==> src/sv/arpr_pkg.sv <==
// Package for the ARP request responder: frame layout constants, status codes
// and register indexes. It has no dependencies.
package arpr_pkg;

  localparam int unsigned FrameLen = 42;
  localparam int unsigned IdxW     = 6;
  localparam int unsigned CfgIdxW  = 2;
  localparam int unsigned CfgDataW = 48;

  // Bit k marks byte k of the frame.
  localparam logic [FrameLen-1:0] KindMask = 42'h000_0030_3000;
  localparam logic [FrameLen-1:0] AddrMask = 42'h3C0_F000_0FC0;

  localparam logic [15:0] EtherTypeArp = 16'h0806;
  localparam logic [15:0] OpRequest    = 16'h0001;
  localparam logic [15:0] OpReply      = 16'h0002;
  localparam logic [15:0] HwTypeEth    = 16'h0001;
  localparam logic [15:0] ProtoIpv4    = 16'h0800;
  localparam logic [7:0]  HwLen        = 8'h06;
  localparam logic [7:0]  ProtoLen     = 8'h04;

  typedef enum logic [1:0] {
    StSent     = 2'd0,
    StShort    = 2'd1,
    StNotReq   = 2'd2,
    StMismatch = 2'd3
  } status_e;

  typedef enum logic [CfgIdxW-1:0] {
    RegOwnIp   = 2'd0,
    RegOwnMac  = 2'd1,
    RegPeerIp  = 2'd2,
    RegPeerMac = 2'd3
  } cfg_reg_e;

  // Selects byte k (wire order) of a frame image held most significant byte first.
  function automatic logic [7:0] frame_byte_at(logic [8*FrameLen-1:0] img,
                                               logic [IdxW-1:0] k);
    logic [IdxW-1:0] rev;
    logic [IdxW+2:0] base;
    rev  = IdxW'(FrameLen - 1) - k;
    base = {rev, 3'b000};
    return img[base +: 8];
  endfunction

endpackage

==> src/sv/arp_request_responder_top.sv <==
// ARP request responder top level: checks received frames and answers ARP
// requests from the configured peer. Depends on arpr_pkg.
//
// Usage: frame bytes enter on the s_axis channel, one byte per request in
// s_axis_tdata, with s_axis_tlast on the frame's final byte. Only the first
// 42 bytes are examined. A byte without tlast produces nothing. On the final
// byte the block produces either one status result or the 42-byte ARP reply
// on m_axis: tdata carries the reply byte, tuser the valid flag and status,
// tlast marks the last result of the frame.
// A status result appears in the cycle after the final byte; a reply first sets
// the reply flag, then streams one byte per cycle while m_axis_tready is high.
// Throughput: one input byte per cycle. Bytes keep flowing while a reply
// streams out; only a frame's final byte waits until the reply has finished.
// The configuration port writes own and peer addresses; write it only while
// no frame is in flight. Reset clears the addresses, the byte counter and
// the output valid flag. When m_axis_tready is low the output register holds
// its result; other bytes are still taken, but a final byte waits until the
// register can be refilled.
module arp_request_responder_top
  import arpr_pkg::*;
(
  input  logic                clk_i,
  input  logic                rst_ni,
  input  logic                cfg_we_i,
  input  logic [CfgIdxW-1:0]  cfg_addr_i,
  input  logic [CfgDataW-1:0] cfg_wdata_i,
  input  logic                s_axis_tvalid,
  output logic                s_axis_tready,
  input  logic [7:0]          s_axis_tdata,   // frame_byte
  input  logic                s_axis_tlast,
  output logic                m_axis_tvalid,
  input  logic                m_axis_tready,
  output logic [7:0]          m_axis_tdata,   // reply_byte
  output logic [2:0]          m_axis_tuser,   // status[1:0], reply_valid
  output logic                m_axis_tlast
);

  logic [31:0] own_ip_q, peer_ip_q;
  logic [47:0] own_mac_q, peer_mac_q;

  logic [IdxW-1:0] cnt_q, cnt_d;
  logic            kind_ok_q, kind_ok_d;
  logic            addr_ok_q, addr_ok_d;

  logic            reply_q, reply_d;
  logic [IdxW-1:0] ridx_q, ridx_d;

  logic            ovalid_q, ovalid_d;
  logic [7:0]      obyte_q, obyte_d;
  logic            oflag_q, oflag_d;
  logic            olast_q, olast_d;
  status_e         ostat_q, ostat_d;

  logic                    out_free, accept;
  logic                    in_range;
  logic [8*FrameLen-1:0]   expect_img, reply_img;
  logic [7:0]              exp_byte;
  logic [IdxW-1:0]         cnt_inc;
  status_e                 status;

  always_ff @(posedge clk_i or negedge rst_ni) begin
    if (!rst_ni) begin
      own_ip_q   <= '0;
      own_mac_q  <= '0;
      peer_ip_q  <= '0;
      peer_mac_q <= '0;
    end else if (cfg_we_i) begin
      unique case (cfg_reg_e'(cfg_addr_i))
        RegOwnIp:   own_ip_q   <= cfg_wdata_i[31:0];
        RegOwnMac:  own_mac_q  <= cfg_wdata_i;
        RegPeerIp:  peer_ip_q  <= cfg_wdata_i[31:0];
        RegPeerMac: peer_mac_q <= cfg_wdata_i;
        default:    own_ip_q   <= own_ip_q;
      endcase
    end
  end

  assign out_free      = !ovalid_q || m_axis_tready;
  assign s_axis_tready = !s_axis_tlast || (!reply_q && out_free);
  assign accept        = s_axis_tvalid && s_axis_tready;

  assign expect_img = {48'h0, peer_mac_q, EtherTypeArp, 48'h0, OpRequest,
                       48'h0, peer_ip_q, 48'h0, own_ip_q};
  assign reply_img  = {peer_mac_q, own_mac_q, EtherTypeArp, HwTypeEth, ProtoIpv4,
                       HwLen, ProtoLen, OpReply, own_mac_q, own_ip_q,
                       peer_mac_q, peer_ip_q};

  assign in_range = (cnt_q < IdxW'(FrameLen));
  assign exp_byte = frame_byte_at(expect_img, cnt_q);
  assign cnt_inc  = in_range ? cnt_q + 1'b1 : cnt_q;

  always_comb begin
    kind_ok_d = kind_ok_q;
    addr_ok_d = addr_ok_q;
    if (in_range && (s_axis_tdata != exp_byte)) begin
      if (KindMask[cnt_q]) kind_ok_d = 1'b0;
      if (AddrMask[cnt_q]) addr_ok_d = 1'b0;
    end
    priority if (cnt_inc != IdxW'(FrameLen)) status = StShort;
    else if (!kind_ok_d) status = StNotReq;
    else if (!addr_ok_d) status = StMismatch;
    else status = StSent;
  end

  always_comb begin
    cnt_d    = cnt_q;
    reply_d  = reply_q;
    ridx_d   = ridx_q;
    ovalid_d = ovalid_q;
    obyte_d  = obyte_q;
    oflag_d  = oflag_q;
    olast_d  = olast_q;
    ostat_d  = ostat_q;
    if (accept) begin
      if (s_axis_tlast) begin
        cnt_d = '0;
      end else begin
        cnt_d = cnt_inc;
      end
    end
    if (out_free) begin
      if (reply_q) begin
        ovalid_d = 1'b1;
        obyte_d  = frame_byte_at(reply_img, ridx_q);
        oflag_d  = 1'b1;
        olast_d  = (ridx_q == IdxW'(FrameLen - 1));
        ostat_d  = StSent;
        ridx_d   = ridx_q + 1'b1;
        reply_d  = !olast_d;
      end else if (accept && s_axis_tlast && status != StSent) begin
        ovalid_d = 1'b1;
        obyte_d  = '0;
        oflag_d  = 1'b0;
        olast_d  = 1'b1;
        ostat_d  = status;
      end else begin
        ovalid_d = 1'b0;
        if (accept && s_axis_tlast) begin
          reply_d = 1'b1;
          ridx_d  = '0;
        end
      end
    end
  end

  always_ff @(posedge clk_i or negedge rst_ni) begin
    if (!rst_ni) begin
      cnt_q     <= '0;
      kind_ok_q <= 1'b1;
      addr_ok_q <= 1'b1;
      reply_q   <= 1'b0;
      ridx_q    <= '0;
      ovalid_q  <= 1'b0;
    end else begin
      cnt_q     <= cnt_d;
      kind_ok_q <= !accept ? kind_ok_q : (s_axis_tlast || kind_ok_d);
      addr_ok_q <= !accept ? addr_ok_q : (s_axis_tlast || addr_ok_d);
      reply_q   <= reply_d;
      ridx_q    <= ridx_d;
      ovalid_q  <= ovalid_d;
    end
  end

  always_ff @(posedge clk_i) begin
    obyte_q <= obyte_d;
    oflag_q <= oflag_d;
    olast_q <= olast_d;
    ostat_q <= ostat_d;
  end

  assign m_axis_tvalid = ovalid_q;
  assign m_axis_tdata  = obyte_q;
  assign m_axis_tuser  = {ostat_q, oflag_q};
  assign m_axis_tlast  = olast_q;

endmodule

==> config.mk <==
export PLATFORM = sky130hd
export DESIGN_NAME = arp_request_responder_top
export DESIGN_NICKNAME = d
export VERILOG_FILES = /design/src/sv/arpr_pkg.sv /design/src/sv/arp_request_responder_top.sv
export SDC_FILE = /design/constraint.sdc
export NUM_CORES = 1
export LEC_CHECK = 0
export BUFFER_PORTS_ARGS = -buffer_cell sky130_fd_sc_hd__buf_2
export CORE_ASPECT_RATIO = 0.6
export CORE_UTILIZATION = 60
export CTS_BUF_LIST = sky130_fd_sc_hd__clkbuf_4
export DETAILED_ROUTE_END_ITERATION = 16
export GPL_TIMING_DRIVEN = 0
export PLACE_DENSITY_LB_ADDON = 0.12
export SYNTH_ARGS = -nofsm -noshare
export SYNTH_HDL_FRONTEND = slang
export SYNTH_SLANG_ARGS = --single-unit
==> constraint.sdc <==
create_clock -name clk_i -period 7.39 [get_ports clk_i]
set_input_delay 0.3695 -clock clk_i [delete_from_list [all_inputs] [get_ports clk_i]]
set_output_delay 0.3695 -clock clk_i [all_outputs]
set_load 0.02 [all_outputs]
### Word-level counts from Yosys, hierarchy flattened

Memory sizes are Yosys's and may differ from the RTL's.
Cells that the tools add are included.

| cells by class | value |
|---|---|
| multiplexer cells | 25 |
| reductions and logical operators | 23 |
| order comparisons | 2 |
| eq/ne operators | 7 |
| shift-type cells | 2 |
| add/sub/neg operators | 4 |

Operators with widths:

| cell | number |
|---|---|
| 336-bit by 10-bit variable part select with 8-bit output | 2 |
| 6-bit two-way mux | 5 |
| 8-bit two-way mux | 2 |
| 1-bit two-way mux | 14 |
| 6-bit by 1-bit adder with 6-bit output (second input constant) | 2 |
| 6-bit subtractor (first input constant) | 2 |
| 2-bit AND reduction | 5 |
| 2-bit two-way mux | 4 |
| 8-bit inequality test | 1 |
| 6-bit by 7-bit < comparator with 1-bit output (second input constant) | 1 |
| 6-bit equality test (second input constant) | 1 |
| 6-bit < comparator (second input constant) | 1 |
| 6-bit inequality test (second input constant) | 1 |
| 2-bit nonzero test | 3 |
| 1-bit logical AND | 5 |
| 2-bit equality test (second input constant) | 2 |
| 1-bit logical NOT | 4 |
| 1-bit logical OR | 4 |
| 3-bit AND reduction | 1 |
| 2-bit by 1-bit equality test with 1-bit output (second input constant) | 1 |
| 2-bit logical NOT | 1 |
| 2-bit inequality test (second input constant) | 1 |

| word-level totals | value |
|---|---|
| register bits after elaboration | 188 |
| output and inout port bits | 14 |
| memories | 2 |
| input port bits | 64 |
| word-level logic and storage cells | 79 |
| memory bits (read-only) | 128 |

Memories:

| memory | depth | bits a word | read ports | clocked after Yosys merged registers in | write ports | RTL line | text |
|---|---|---|---|---|---|---|---|
| (name not given) | 64 | 1 | 1 | 0 | 0 | arp_request_responder_top.sv:97 | `if (AddrMask[cnt_q]) addr_ok_d = 1'b0;` |
| (name not given) | 64 | 1 | 1 | 0 | 0 | arp_request_responder_top.sv:96 | `if (KindMask[cnt_q]) kind_ok_d = 1'b0;` |

### Depth between registers and ports, before layout

Gate-level depths: netlist (run 1).

| depth | value |
|---|---|
| depth in word-level cells | 12 |
| gate-level depth with buffers | 14 |
| mapped depth without buffers | 11 |

### Least setup slack after synthesis (run 1)

OpenSTA, ideal clock, no wires.

| path | value |
|---|---|
| path type | register to register |
| from | register cnt_q[1] |
| to | register obyte_q[0] (netlist: m_axis_tdata[0]), enable pin |
| buffers on the path | 2 |
| required time | 7.048 ns |
| slack | 3.557 ns |
| library setup time | 0.342 ns |
| clock period less this slack | 3.833 ns |
| data arrival time | 3.491 ns |
| stages on the path, launching flop included | 14 |
| cell sequence | dfrtp_1 -> buf_2 -> inv_1 -> ha_1 -> buf_4 -> or3b_1 -> a211oi_2 -> a32o_1 -> or3b_1 -> nand4_1 -> o32a_1 -> or4_4 -> a311oi_2 -> o21bai_1 |

| between the ends | value |
|---|---|
| word-level cells in the longest chain between the ends | 12 |
| elaborated cells between the ends (all ways) | 23 |
| those cells by class | add/sub: 2; order compare: 1; eq/ne: 2; shift: 1; mux: 10; reduce/logical: 5; memory: 2 |

RTL lines:

| what | RTL line | text |
|---|---|---|
| from (decl) | arp_request_responder_top.sv:41 | `logic [IdxW-1:0] cnt_q, cnt_d;` |
| from (signal assigned) | arp_request_responder_top.sv:155 | `cnt_q <= cnt_d;` |
| 6-bit subtractor | arpr_pkg.sv:41 | `rev = IdxW'(FrameLen - 1) - k;` |
| 336-bit by 10-bit variable part select with 8-bit output | arpr_pkg.sv:43 | `return img[base +: 8];` |
| 8-bit inequality test | arp_request_responder_top.sv:95 | `if (in_range && (s_axis_tdata != exp_byte)) begin` |
| 1-bit logical AND | arp_request_responder_top.sv:95 |  |
| 1-bit two-way mux | arp_request_responder_top.sv:95 |  |
| 2-bit two-way mux | arp_request_responder_top.sv:101 | `else if (!addr_ok_d) status = StMismatch;` |
| 2-bit two-way mux | arp_request_responder_top.sv:100 | `else if (!kind_ok_d) status = StNotReq;` |
| 2-bit two-way mux (*) | arp_request_responder_top.sv:99 | `priority if (cnt_inc != IdxW'(FrameLen)) status = StShort;` |
| 2-bit nonzero test (*) | arp_request_responder_top.sv:130 | `end else if (accept && s_axis_tlast && status != StSent) begin` |
| 1-bit logical AND (*) | arp_request_responder_top.sv:130 |  |
| 2-bit nonzero test (no line) (*) | -- |  |
| 2-bit AND reduction (no line) (*) | -- |  |
| to (signal assigned) | arp_request_responder_top.sv:165 | `obyte_q <= obyte_d;` |
| to (decl) | arp_request_responder_top.sv:49 | `logic [7:0] obyte_q, obyte_d;` |

Every way passes the cells marked *; elsewhere a longest branch is shown, timed or not. The select of a mux whose other input is x is not followed.
A chain may end at the register's enable or synchronous reset.

### Worst setup path after layout (run 1)

| path | value |
|---|---|
| from | register cnt_q[1] |
| to | register ostat_q[1], enable pin |

| between the ends | value |
|---|---|
| word-level cells in the longest chain between the ends | 12 |
| elaborated cells between the ends (all ways) | 23 |
| those cells by class | add/sub: 2; order compare: 1; eq/ne: 2; shift: 1; mux: 10; reduce/logical: 5; memory: 2 |

RTL lines:

| what | RTL line | text |
|---|---|---|
| 6-bit subtractor | arpr_pkg.sv:41 |  |
| 336-bit by 10-bit variable part select with 8-bit output | arpr_pkg.sv:43 |  |
| 8-bit inequality test | arp_request_responder_top.sv:95 |  |
| 1-bit logical AND | arp_request_responder_top.sv:95 |  |
| 1-bit two-way mux | arp_request_responder_top.sv:95 |  |
| 2-bit two-way mux | arp_request_responder_top.sv:101 |  |
| 2-bit two-way mux | arp_request_responder_top.sv:100 |  |
| 2-bit two-way mux (*) | arp_request_responder_top.sv:99 |  |
| 2-bit nonzero test (*) | arp_request_responder_top.sv:130 |  |
| 1-bit logical AND (*) | arp_request_responder_top.sv:130 |  |
| 2-bit nonzero test (no line) (*) | -- |  |
| 2-bit AND reduction (no line) (*) | -- |  |
| to (signal assigned) | arp_request_responder_top.sv:168 | `ostat_q <= ostat_d;` |
| to (decl) | arp_request_responder_top.sv:52 | `status_e ostat_q, ostat_d;` |

Marked as above.

==> results of run 1 <==
## per-layer routing
metal / track usage (%) / wire, um
met1: 56.5 / 14400
met2: 52.8 / 13700
met3: 17.0 / 4860
met4: 11.2 / 754
met5: 0 / 0
## power groups by stage
stage               logic (mW)  clock network [mW]  registers (mW)
floorplan                 1.58                   0            1.38
global placement          2.19                   0            1.43
detailed placement        2.24                   0            1.45
CTS                       2.26               0.532            1.42
global route              2.46               0.575            1.46
finish                    2.34               0.530            1.44
## area by class of cell
| type | instances | area, um2 |
|---|---|---|
| fill | 1252 | 5420 |
| multi-input combinational | 587 | 5470 |
| inverter | 12 | 45.0 |
| timing repair buffer | 100 | 643 |
| sequential | 188 | 4770 |
| buffer | 61 | 295 |
| antenna | 1 | 2.50 |
| clock buffer | 17 | 128 |
| clock inverter | 15 | 113 |
| tap | 234 | 293 |
## how the worst max path moves through the flow
stage / startpoint / end
final: cnt_q[1]$_DFFE_PN0P_ / ostat_q[1]$_SDFFCE_PP0P_
after global placement: cnt_q[1]$_DFFE_PN0P_ / m_axis_tdata[2]$_SDFFCE_PN0P_
after floorplan: cnt_q[1]$_DFFE_PN0P_ / m_axis_tdata[0]$_SDFFCE_PN0P_
after global routing: cnt_q[1]$_DFFE_PN0P_ / m_axis_tdata[4]$_SDFFCE_PN0P_
after CTS: cnt_q[1]$_DFFE_PN0P_ / ostat_q[1]$_SDFFCE_PP0P_
after detailed placement: cnt_q[1]$_DFFE_PN0P_ / m_axis_tdata[6]$_SDFFCE_PN0P_
## cells by family (layout without fill, tap and decap cells)
group | count (synthesis) | count (layout)
other | 0 | 1
AO/OA/AOI/OAI | 153 | 153
XOR/XNOR | 20 | 20
flip-flops | 188 | 188
adder cells (fa/ha/maj) | 9 | 9
multiplexers | 258 | 258
buffers and inverters | 73 | 205
AND/OR/NAND/NOR | 147 | 147
## state kept, by name (all words and copies together), names as in the netlist
signal and count:
m_axis_tdata 8, own_mac_q 48, own_ip_q 32, kind_ok_q 1
reply_q 1, oflag_q 1, peer_mac_q 48, m_axis_tvalid 1
peer_ip_q 32, ostat_q 2, addr_ok_q 1, cnt_q 6
ridx_q 6, m_axis_tlast 1
## placed cells by master, fill, tap and decap left out, types with 4 or more instances in the layout
cell / synthesis / layout
sky130_fd_sc_hd__buf_1: 9 / 9
sky130_fd_sc_hd__ha_1: 9 / 9
sky130_fd_sc_hd__and2_1: 5 / 5
sky130_fd_sc_hd__dlygate4sd3_1: 0 / 22
sky130_fd_sc_hd__dfrtp_1: 174 / 174
sky130_fd_sc_hd__mux2i_1: 40 / 40
sky130_fd_sc_hd__inv_1: 10 / 10
sky130_fd_sc_hd__buf_6: 6 / 6
sky130_fd_sc_hd__a211oi_1: 4 / 4
sky130_fd_sc_hd__clkinv_2: 0 / 5
sky130_fd_sc_hd__nor2b_1: 14 / 14
sky130_fd_sc_hd__inv_6: 0 / 5
sky130_fd_sc_hd__o211ai_1: 4 / 4
sky130_fd_sc_hd__nand2_1: 31 / 31
sky130_fd_sc_hd__a21oi_1: 40 / 40
sky130_fd_sc_hd__xor2_1: 10 / 10
sky130_fd_sc_hd__a22oi_1: 5 / 5
sky130_fd_sc_hd__buf_2: 11 / 87
sky130_fd_sc_hd__o21ai_1: 7 / 7
sky130_fd_sc_hd__a32oi_1: 4 / 4
sky130_fd_sc_hd__xnor2_1: 9 / 9
sky130_fd_sc_hd__o21a_1: 5 / 5
sky130_fd_sc_hd__o32ai_1: 6 / 6
sky130_fd_sc_hd__nor2_1: 20 / 20
sky130_fd_sc_hd__a31oi_1: 11 / 11
sky130_fd_sc_hd__mux2_2: 171 / 171
sky130_fd_sc_hd__o22ai_1: 14 / 14
sky130_fd_sc_hd__mux4_2: 44 / 44
sky130_fd_sc_hd__clkbuf_4: 0 / 17
sky130_fd_sc_hd__nand2b_1: 5 / 5
sky130_fd_sc_hd__nor3_1: 20 / 20
sky130_fd_sc_hd__edfxtp_1: 12 / 12
sky130_fd_sc_hd__nor3b_1: 6 / 6
sky130_fd_sc_hd__clkbuf_1: 33 / 33
sky130_fd_sc_hd__nand3_1: 15 / 15
sky130_fd_sc_hd__nand3b_1: 8 / 8
sky130_fd_sc_hd__o21ai_0: 22 / 22
sky130_fd_sc_hd__nand4_1: 5 / 5
## metrics by stage
step,cell area [um2],hold WS (ns),instances
final,11800,0.0239,1215
after global routing,11800,0.000333,1214
after CTS,11800,0.00223,1214
after detailed placement,11300,0.297,1160
after global placement,11300,0.483,1159
after floorplan,10600,0.0739,848
## worst reg2reg max path, stage by stage, from the launching register on
cell	delay (ns)
sky130_fd_sc_hd__dfrtp_1	0.50
sky130_fd_sc_hd__buf_2	0.32
sky130_fd_sc_hd__inv_1	0.24
sky130_fd_sc_hd__ha_1	0.48
sky130_fd_sc_hd__nand2b_1	0.14
sky130_fd_sc_hd__clkbuf_1	0.55
sky130_fd_sc_hd__o22ai_1	0.33
sky130_fd_sc_hd__a32oi_1	0.32
sky130_fd_sc_hd__o21ai_0	0.12
sky130_fd_sc_hd__o32a_1	0.37
sky130_fd_sc_hd__or4_4	0.60
sky130_fd_sc_hd__a311oi_2	0.31
sky130_fd_sc_hd__o21bai_1	0.41
==> impl_results.rst, run 1 <==
.. list-table::
   :header-rows: 1

   * - Metric
     - Value
   * - GRT overflow
     - 0
   * - Fin crit share
     - slightly below 70%
   * - Number of instances in the synthesized netlist
     - around 850
   * - Netlist area before placement
     - approximately 11,000 um2
   * - Total count of max-transition violations in the final report
     - 0
   * - Data required, critical path
     - between 7 and 8 ns
   * - Share of Yosys cell area claimed by the top area cell type
     - around two fifths
   * - Number of stages on the worst hold path
     - 2
   * - TritonCTS Buffers
     - 17
   * - Category of the worst setup path capture point
     - register
   * - Via count
     - ~8,300
   * - Register area share after synthesis
     - a little under half
   * - Switching Share
     - between 40 and 50%
   * - Root buf cell
     - sky130_fd_sc_hd__clkbuf_4
   * - Number of setup buffers added after CTS
     - 0
   * - Area contributors post-synth
     - sky130_fd_sc_hd__dfrtp_1 41%, sky130_fd_sc_hd__mux2_2 18%, sky130_fd_sc_hd__mux4_2 9.4%, sky130_fd_sc_hd__mux2i_1 3.8%, sky130_fd_sc_hd__edfxtp_1 3.4%
   * - Dominant combinational cell family by area after synthesis
     - multiplexers
   * - Worst reg2reg path depth
     - 12
   * - First drt pass iteration count
     - 5
   * - Net count after synthesis
     - a little over 900
   * - Proportion of synthesized area in mux cells
     - between 30% and 40%
   * - Per-cell routed wire length
     - 27.8 um
   * - Bufs and invs on worst path
     - 3
   * - Clock-pin slew on the worst setup and hold paths
     - around 0.16 ns
   * - Cell Rows
     - 37
   * - Netlist cell types
     - between 70 and 80
   * - RSZ-0062 raised after global routing
     - no
   * - Die outline area
     - 18,200 um2
   * - Quantity of gates resized following cts
     - 0
   * - Largest net degree at the start of global routing
     - 128
   * - Worst-Skew Late Latency
     - 0.63 ns
   * - Total number of yosys warnings
     - 0
   * - Number of clock sinks
     - between 150 and 200
   * - Worst path depth
     - 12
   * - Element type at the critical path start
     - register
   * - Largest incremental delay on the critical path
     - 0.60 ns
   * - Hold_sp
     - cfg_wdata_i[0]
   * - Horizontal extent of the die
     - 173 um
   * - Antenna-violating nets left
     - 0
   * - Leading cell type by number of instances after synthesis
     - sky130_fd_sc_hd__dfrtp_1
   * - Worst-case clock skew
     - between 0.015 and 0.02 ns
   * - H-Tree Depth
     - 4
   * - # port buffers
     - slightly below 80
   * - Setup slack at placement
     - 2.53 ns
   * - Via density per instance
     - just under 7
   * - Type of the setup path with the least slack
     - reg2reg
   * - Area share of fa/ha/maj cells after synthesis
     - approximately 1.1%
   * - Overall routed net length
     - 33.8 mm
   * - CTS tree
     - built
   * - FFs w/ async S/R, synth
     - 93.6%
   * - Main synth FF type
     - sky130_fd_sc_hd__dfrtp_1
   * - Setup WS post-layout
     - 2.36 ns
   * - LEAKAGE
     - roughly 4.8 nW
   * - Hpwl dp
     - between 20 and 30 mm
   * - Cell type with the highest aggregate area in the netlist
     - sky130_fd_sc_hd__dfrtp_1
   * - Post-synth top cells
     - 174 x sky130_fd_sc_hd__dfrtp_1, 171 x sky130_fd_sc_hd__mux2_2, 44 x sky130_fd_sc_hd__mux4_2
   * - 1st-iter DRT viols
     - 1,167
   * - Headroom to the max-slew limit
     - 15.4%
   * - Core box area
     - roughly 17,000 um2
   * - Outcome
     - completed
   * - Family with the most delay on the worst path
     - compound AO/OA/AOI/OAI gates
   * - Post-synthesis register bit count
     - about 190
   * - P per Cell Area
     - between 300 and 400 nW/um2
   * - Worst Path Arrival
     - between 5 and 6 ns
   * - Worst flop-to-flop path startpoint
     - cnt_q[1]$_DFFE_PN0P_
   * - Register-to-register path setup slack
     - approximately 2.4 ns
   * - Clk pwr share
     - 12.3%
   * - Final TNS setup
     - 0 ns
   * - Count of flip-flops with a built-in enable after synthesis
     - 12
   * - Via count of the first global-routing pass
     - 8,081
   * - Hold Path Class
     - in2reg
   * - Number of nets in the finished design
     - between 1,000 and 1,500
   * - Internal Dissipation
     - ~2.3 mW
   * - Syn-to-layout area delta
     - 11.1%
   * - Maximum count of clock buffers along a single path
     - 2
   * - Share of the synthesized netlist area taken by xor and xnor gates
     - 1.73%
   * - Maximum VDD drop
     - approximately 160 uV
   * - Comb pwr share
     - 54.2%
   * - Number of failing setup endpoints in the final timing report
     - 0
   * - Die Ht
     - 105 um
   * - Max-capacitance violation count
     - 0
   * - Psw
     - approximately 2 mW
   * - DRC Markers
     - 0
   * - Fraction of layout instances using a drive strength above 1
     - 36.6%
   * - Share of the core filled with cells
     - between 60% and 70%
   * - Cell-by-cell listing of the critical path
     - buf_2 > inv_1 > ha_1 > nand2b_1 > clkbuf_1 > o22ai_1 > a32oi_1 > o21ai_0 > o32a_1 > or4_4 > a311oi_2 > o21bai_1
   * - WHS Endpoint
     - peer_ip_q[0]$_DFFE_PN0P_
   * - Overall track demand over capacity in global routing
     - between 30% and 40%
   * - Part of the total power dissipated in sequential elements
     - approximately 33%
   * - Terminus of the critical flop-to-flop path
     - ostat_q[1]$_SDFFCE_PP0P_
   * - Synth Area in Compound Gates
     - about a tenth
   * - Routability congestion estimate
     - just over 1
   * - Number of antenna violations at the first check in global routing
     - 0
   * - Least-Margin Pin Slew
     - between 1 and 1.5 ns
   * - Post-route minimum period
     - between 5 and 6 ns
   * - Critical Path Slowest Stage Cell
     - sky130_fd_sc_hd__or4_4
   * - Mean cell area of the mapped netlist
     - ~12 um2
   * - Initial standard-cell utilization of the core
     - 61.6%
   * - Total power of the final layout
     - 4.31 mW
   * - Hold violation total from the final report
     - 0
   * - Number of primary I/O pins
     - between 70 and 80
   * - Max frequency
     - a little under 200 MHz
   * - Largest fanout on the critical path
     - 12
   * - Simple-gate share of the synthesized area
     - roughly 7.6%
   * - Global-route wire length before repair
     - 50.6 mm
   * - Cts hold-fix bufs
     - 22
Power figures use the tool's default switching activity.
==> inputs of run 2 (changes only) <==
==> constraint.sdc (replaced) <==
create_clock -name clk_i -period 5.2 [get_ports clk_i]
set_input_delay 0.26 -clock clk_i [delete_from_list [all_inputs] [get_ports clk_i]]
set_output_delay 0.26 -clock clk_i [all_outputs]
set_load 0.02 [all_outputs]
==> run 2 against run 1 <==
Net effect: core utilization up 1.8 points; critical path depth up 1; critical endpoint is now m_axis_tvalid$_DFFE_PN0N_; worst hold slack better by 0.069 ns.
==> impl_results.rst, run 2 (synthesis gave the netlist of run 1 again) <==
.. list-table::
   :header-rows: 1

   * - Metric
     - Value
   * - Outcome
     - completed
   * - Category of the worst setup path capture point
     - register
   * - Core box area
     - about 17,000 um2
   * - 1st-iter DRT viols
     - 1,146
   * - Per-cell routed wire length
     - between 20 and 30 um
   * - CTS tree
     - built
   * - LEAKAGE
     - between 4 and 5 nW
   * - Overall routed net length
     - 34.1 mm
   * - Placed Instance Area
     - roughly 11,000 um2
   * - Headroom to the max-slew limit
     - 19.7%
   * - Clock-pin slew on the worst setup and hold paths
     - around 0.16 ns
   * - Antenna diodes
     - 0
   * - Via density per instance
     - around 6.8
   * - Root buf cell
     - sky130_fd_sc_hd__clkbuf_4
   * - Antenna-violating nets left
     - 0
   * - P per Cell Area
     - 510 nW/um2
   * - Final TNS setup
     - 0 ns
   * - Hold Path Class
     - in2async
   * - Number of primary I/O pins
     - between 70 and 80
   * - Number of failing setup endpoints in the final timing report
     - 0
   * - Hold violation total from the final report
     - 0
   * - Routability congestion estimate
     - a little over 1
   * - Fraction of layout instances using a drive strength above 1
     - 35.5%
   * - Least-Margin Pin Slew
     - approximately 1.2 ns
   * - Post-route minimum period
     - a little over 5 ns
   * - Max frequency
     - 198 MHz
   * - Leading cell type in the layout, fill and taps excluded
     - sky130_fd_sc_hd__dfrtp_1
   * - Die Ht
     - 105 um
   * - # port buffers
     - between 70 and 80
   * - Largest fanout on the critical path
     - 10
   * - Via count
     - between 8,000 and 9,000
   * - Fin crit share
     - between 90 and 100%
   * - Number of clock sinks
     - 188
   * - Min Hold Slack
     - slightly above 0.09 ns
   * - Register-to-register path setup slack
     - roughly 0.16 ns
   * - Worst Path Arrival
     - approximately 5.6 ns
   * - Initial standard-cell utilization of the core
     - ~62%
   * - Top library cells by usage in the layout, fill and taps aside
     - 174 x sky130_fd_sc_hd__dfrtp_1, 171 x sky130_fd_sc_hd__mux2_2, 87 x sky130_fd_sc_hd__buf_2, 53 x sky130_fd_sc_hd__dlygate4sd3_1, 44 x sky130_fd_sc_hd__mux4_2
   * - Worst-case clock skew
     - ~0.019 ns
   * - Cts hold-fix bufs
     - 53
   * - Setup slack at placement
     - 0.338 ns
   * - Number of setup buffers added after CTS
     - 0
   * - First drt pass iteration count
     - 6
   * - RSZ-0062 raised after global routing
     - no
   * - Max-capacitance violation count
     - 0
   * - Number of antenna violations at the first check in global routing
     - 0
   * - Type of the setup path with the least slack
     - reg2reg
   * - Maximum count of clock buffers along a single path
     - 2
   * - GRT overflow
     - 0
   * - Die outline area
     - between 15,000 and 20,000 um2
   * - Count of filler cells inserted in the layout
     - between 1,000 and 1,500
   * - H-Tree Depth
     - 4
   * - Data required, critical path
     - approximately 5.7 ns
   * - Maximum VDD drop
     - 227 uV
   * - Element type at the critical path start
     - register
   * - Global-route wire length before repair
     - 51.0 mm
   * - Design Area, Final
     - between 10,000 and 15,000 um2
   * - DRC Markers
     - 0
   * - Overall track demand over capacity in global routing
     - between 30% and 40%
   * - Largest net degree at the start of global routing
     - between 100 and 150
   * - Setup WS post-layout
     - 0.155 ns
   * - Cell Rows
     - 37
   * - Horizontal extent of the die
     - between 150 and 200 um
   * - Largest registers
     - own_mac_q: 48 flops, peer_mac_q: 48 flops
   * - TritonCTS Buffers
     - 17
   * - Total count of max-transition violations in the final report
     - 0
   * - Worst-Skew Late Latency
     - 0.64 ns
   * - Quantity of gates resized following cts
     - 0
   * - Via count of the first global-routing pass
     - just over 8,000
   * - Total power of the final layout
     - between 6 and 7 mW
   * - Hpwl dp
     - 25.0 mm
   * - Number of nets in the finished design
     - roughly 1,100
   * - Syn-to-layout area delta
     - 14.1%
run 2: cell types whose count changed in the layout (fill, tap and decap cells not counted):
cell | previous run | this run
sky130_fd_sc_hd__dlygate4sd3_1 | 22 | 53
sky130_fd_sc_hd__diode_2 | 1 | 0
run 2: routing by layer:
| layer | global-route usage [%] | share of wire, % | vias to the layer above |
|---|---|---|---|
| met4 | 11.2 | 2.3 | 0 |
| met1 | 56.7 | 43 | 4303 |
| met2 | 53.5 | 41 | 569 |
| met5 | 0 | 0 | - |
| li1 | - | - | 3522 |
| met3 | 16.9 | 14 | 83 |
run 2: path summary, 6_finish.rpt:
kind | from | to | cells after the start
min in group clk_i | cfg_addr_i[0] | own_ip_q[0]$_DFFE_PN0P_ | 3
max in group asynchronous | rst_ni | peer_mac_q[18]$_DFFE_PN0P_ | 3
hold / removal | rst_ni | cnt_q[5]$_DFFE_PN0P_ | 2
hold reg to reg | kind_ok_q$_DFFE_PN1P_ | kind_ok_q$_DFFE_PN1P_ | 2
setup reg to reg | cnt_q[1]$_DFFE_PN0P_ | m_axis_tvalid$_DFFE_PN0N_ | 13
setup / recovery | cnt_q[1]$_DFFE_PN0P_ | m_axis_tvalid$_DFFE_PN0N_ | 13
run 2: worst max-delay path: stages, from the launching register on:
cell and delay, ns:
sky130_fd_sc_hd__dfrtp_1 0.50, sky130_fd_sc_hd__buf_2 0.33, sky130_fd_sc_hd__inv_1 0.25, sky130_fd_sc_hd__ha_1 0.48
sky130_fd_sc_hd__nand2b_1 0.14, sky130_fd_sc_hd__clkbuf_1 0.56, sky130_fd_sc_hd__o22ai_1 0.32, sky130_fd_sc_hd__a32oi_1 0.32
sky130_fd_sc_hd__o21ai_0 0.12, sky130_fd_sc_hd__o32a_1 0.38, sky130_fd_sc_hd__or4_4 0.60, sky130_fd_sc_hd__a311oi_2 0.29
sky130_fd_sc_hd__o21ai_1 0.11, sky130_fd_sc_hd__dlygate4sd3_1 0.57
run 2: area by class of cell:
class	instances	area [um2]	area share [%]
timing repair buffer	131	953	7.90
sequential	188	4770	39.5
inverter	12	45.0	0.373
buffer	61	295	2.45
tap	234	293	2.43
clock inverter	15	113	0.933
clock buffer	17	128	1.06
multi-input combinational	587	5470	45.3
run 2: through the flow:
step	utilization [%]	instances
after global routing	70.2	1245
after global placement	65.5	1159
after floorplan	-	848
after CTS	70.2	1245
final	70.2	1245
after detailed placement	65.8	1160
run 2: power by group:
part           leakage [nW]  internal, mW  switching (mW)
combinational          2.59          1.36            1.98
sequential             2.21          1.78           0.269
clock                 0.142         0.199           0.561
total                  4.94          3.34            2.81
==> inputs of run 3 (changes only) <==
--- a/config.mk
+++ b/config.mk
@@ -8,7 +8,7 @@
 export BUFFER_PORTS_ARGS = -buffer_cell sky130_fd_sc_hd__buf_2
 export CORE_ASPECT_RATIO = 0.6
 export CORE_UTILIZATION = 60
-export CTS_BUF_LIST = sky130_fd_sc_hd__clkbuf_4
+export CTS_BUF_LIST = sky130_fd_sc_hd__clkbuf_4 sky130_fd_sc_hd__clkbuf_8 sky130_fd_sc_hd__clkbuf_16
 export DETAILED_ROUTE_END_ITERATION = 16
 export GPL_TIMING_DRIVEN = 0
 export PLACE_DENSITY_LB_ADDON = 0.12
==> run 3 against run 2 <==
Net effect: cell count decreased by 4.2%; highest routed layer unchanged; clock power grew 66%; critical path type unchanged; critical endpoint is now ostat_q[1]$_SDFFCE_PP0P_; first-iteration DRC count increased by 4.0%; largest cell class unchanged; worst setup slack improved by 0.041 ns.
==> impl_results.rst, run 3 (synthesis gave the netlist of run 1 again) <==
.. list-table::
   :header-rows: 1

   * - Metric
     - Value
   * - Outcome
     - completed
   * - H-Tree Depth
     - 4
   * - Quantity of gates resized following cts
     - 0
   * - Hold_sp
     - cfg_wdata_i[39]
   * - Element type at the critical path start
     - register
   * - Max frequency
     - between 150 and 200 MHz
   * - First drt pass iteration count
     - 7
   * - Maximum count of clock buffers along a single path
     - 2
   * - Least-Margin Pin Slew
     - ~1.2 ns
   * - Headroom to the max-slew limit
     - between 15 and 20%
   * - Final TNS setup
     - 0 ns
   * - Number of failing setup endpoints in the final timing report
     - 0
   * - Total count of max-transition violations in the final report
     - 0
   * - Worst Path Arrival
     - between 5 and 6 ns
   * - Hold violation total from the final report
     - 0
   * - Worst flop-to-flop path startpoint
     - cnt_q[1]$_DFFE_PN0P_
   * - Cts hold-fix bufs
     - 1
   * - Part of the total power dissipated in sequential elements
     - roughly 31%
   * - LEAKAGE
     - approximately 4.9 nW
   * - Via count
     - approximately 8,300
   * - Number of nets in the finished design
     - just over 1,000
   * - Post-route minimum period
     - between 5 and 6 ns
   * - Number of setup buffers added after CTS
     - 0
   * - Hpwl dp
     - 25.0 mm
   * - Via density per instance
     - 6.96
   * - Comb pwr share
     - roughly half
   * - Count of filler cells inserted in the layout
     - 1,238
   * - Number of stages on the worst hold path
     - 2
   * - Syn-to-layout area delta
     - 12.0%
   * - # port buffers
     - 77
   * - Overall track demand over capacity in global routing
     - approximately two fifths
   * - Largest net degree at the start of global routing
     - between 100 and 150
   * - Initial standard-cell utilization of the core
     - 61.6%
   * - Root buf cell
     - sky130_fd_sc_hd__clkbuf_16
   * - Via count of the first global-routing pass
     - around 8,100
   * - Category of the worst setup path capture point
     - register
   * - Antenna-violating nets left
     - 0
   * - Overall routed net length
     - around 34 mm
   * - P per Cell Area
     - around 560 nW/um2
   * - Leading cell type in the layout, fill and taps excluded
     - sky130_fd_sc_hd__dfrtp_1
   * - Number of antenna violations at the first check in global routing
     - 0
   * - Multi-input gate area in the final layout
     - 5470 um2
   * - Terminus of the critical flop-to-flop path
     - ostat_q[1]$_SDFFCE_PP0P_
   * - Antenna diodes
     - 0
   * - Top library cells by usage in the layout, fill and taps aside
     - 174 x sky130_fd_sc_hd__dfrtp_1, 171 x sky130_fd_sc_hd__mux2_2, 87 x sky130_fd_sc_hd__buf_2, 44 x sky130_fd_sc_hd__mux4_2
   * - Switching Share
     - between 40% and 50%
   * - Die outline area
     - ~18,000 um2
   * - Die Ht
     - approximately 100 um
   * - Maximum VDD drop
     - between 200 and 300 uV
   * - TritonCTS Buffers
     - 17
   * - Seq. cell area
     - 4770 um2
   * - Type of the setup path with the least slack
     - reg2reg
   * - Global-route wire length before repair
     - between 50 and 60 mm
   * - Number of primary I/O pins
     - 78
   * - Worst reg2reg path depth
     - 12
   * - Worst-case clock skew
     - 0.0140 ns
   * - Clock-pin slew on the worst setup and hold paths
     - 0.07 ns
   * - WHS Endpoint
     - own_mac_q[39]$_DFFE_PN0P_
   * - GRT overflow
     - 0
   * - Internal Dissipation
     - 3.76 mW
   * - Horizontal extent of the die
     - approximately 170 um
   * - CTS tree
     - built
   * - Fin crit share
     - between 90% and 100%
   * - 1st-iter DRT viols
     - between 1,000 and 1,500
   * - Max-capacitance violation count
     - 0
   * - Largest fanout on the critical path
     - 12
   * - Largest registers
     - own_mac_q: 48 flops, peer_mac_q: 48 flops
   * - Number of clock sinks
     - around 190
   * - Total power of the final layout
     - around 6.6 mW
   * - Cell Rows
     - 37
   * - Per-cell routed wire length
     - roughly 29 um
   * - DRC Markers
     - 0
   * - RSZ-0062 raised after global routing
     - no
   * - Routability congestion estimate
     - 1.02
   * - Data required, critical path
     - ~5.3 ns
   * - Register-to-register path setup slack
     - roughly 0.20 ns
   * - Psw
     - 2.88 mW
   * - Worst-Skew Late Latency
     - between 0.4 and 0.5 ns
   * - Core box area
     - about 17,000 um2
   * - Clk pwr share
     - about a fifth
   * - Hold Path Class
     - in2reg
   * - Fraction of layout instances using a drive strength above 1
     - between 30% and 40%
run 3: cell types whose count changed in the layout (fill, tap and decap cells not counted), sizes merged:
cell and change:
dlygate4sd3 -52, clkbuf +1, clkinv -1
run 3: power by group through the flow:
stage               Sequential [mW]  Combinational [mW]  Clock, mW
global route                   2.08                3.49       1.32
global placement               2.03                3.12          0
CTS                            2.03                3.21       1.26
finish                         2.06                3.32       1.26
floorplan                      1.96                2.25          0
detailed placement             2.05                3.18          0
run 3: critical path, stage by stage, from the launching register on:
cell and delay (ns):
sky130_fd_sc_hd__dfrtp_1 0.47, sky130_fd_sc_hd__buf_2 0.32, sky130_fd_sc_hd__inv_1 0.24, sky130_fd_sc_hd__ha_1 0.47, sky130_fd_sc_hd__nand2b_1 0.14, sky130_fd_sc_hd__clkbuf_1 0.54, sky130_fd_sc_hd__o22ai_1 0.32, sky130_fd_sc_hd__a32oi_1 0.32
sky130_fd_sc_hd__o21ai_0 0.12, sky130_fd_sc_hd__o32a_1 0.37, sky130_fd_sc_hd__or4_4 0.60, sky130_fd_sc_hd__a311oi_2 0.31, sky130_fd_sc_hd__o21bai_1 0.41
run 3: worst max path at each step:
stage,depth (start not counted),startpoint,slack (ns),end
global placement,12,cnt_q[1]$_DFFE_PN0P_,0.41,m_axis_tdata[2]$_SDFFCE_PN0P_
CTS,12,cnt_q[1]$_DFFE_PN0P_,0.32,ostat_q[1]$_SDFFCE_PP0P_
global route,13,cnt_q[1]$_DFFE_PN0P_,0.05,m_axis_tdata[4]$_SDFFCE_PN0P_
detailed placement,12,cnt_q[1]$_DFFE_PN0P_,0.34,m_axis_tdata[6]$_SDFFCE_PN0P_
floorplan,13,cnt_q[1]$_DFFE_PN0P_,1.37,m_axis_tdata[0]$_SDFFCE_PN0P_
finish,12,cnt_q[1]$_DFFE_PN0P_,0.20,ostat_q[1]$_SDFFCE_PP0P_
run 3: final cells by class:
class | instances | share of cell area (%)
Multi-Input combinational cell | 587 | 46.2
Sequential cell | 188 | 40.2
Clock buffer | 18 | 3.71
Timing Repair Buffer | 79 | 3.65
Buffer | 61 | 2.49
Tap cell | 234 | 2.47
Clock inverter | 14 | 0.918
Inverter | 12 | 0.380
run 3: layer usage:
layer / vias up / routed length, um / global-route usage [%]
li1: 3426 / - / -
met1: 4238 / 14600 / 57.7
met2: 560 / 14100 / 53.9
met3: 74 / 4880 / 16.4
met4: 0 / 780 / 11.3
met5: - / 0 / 0
run 3: through the flow:
stage | worst slack, ns | hold slack, ns | std cells | cell area (um2) | util (%)
floorplan | 1.37 | -0.0356 | 848 | 10600 | -
global placement | 0.415 | 0.483 | 1159 | 11300 | 65.5
detailed placement | 0.338 | 0.188 | 1160 | 11300 | 65.8
CTS | 0.317 | 0.0566 | 1193 | 11900 | 69.0
global route | 0.0487 | 0.0644 | 1193 | 11900 | 69.0
finish | 0.196 | 0.0550 | 1193 | 11900 | 69.0
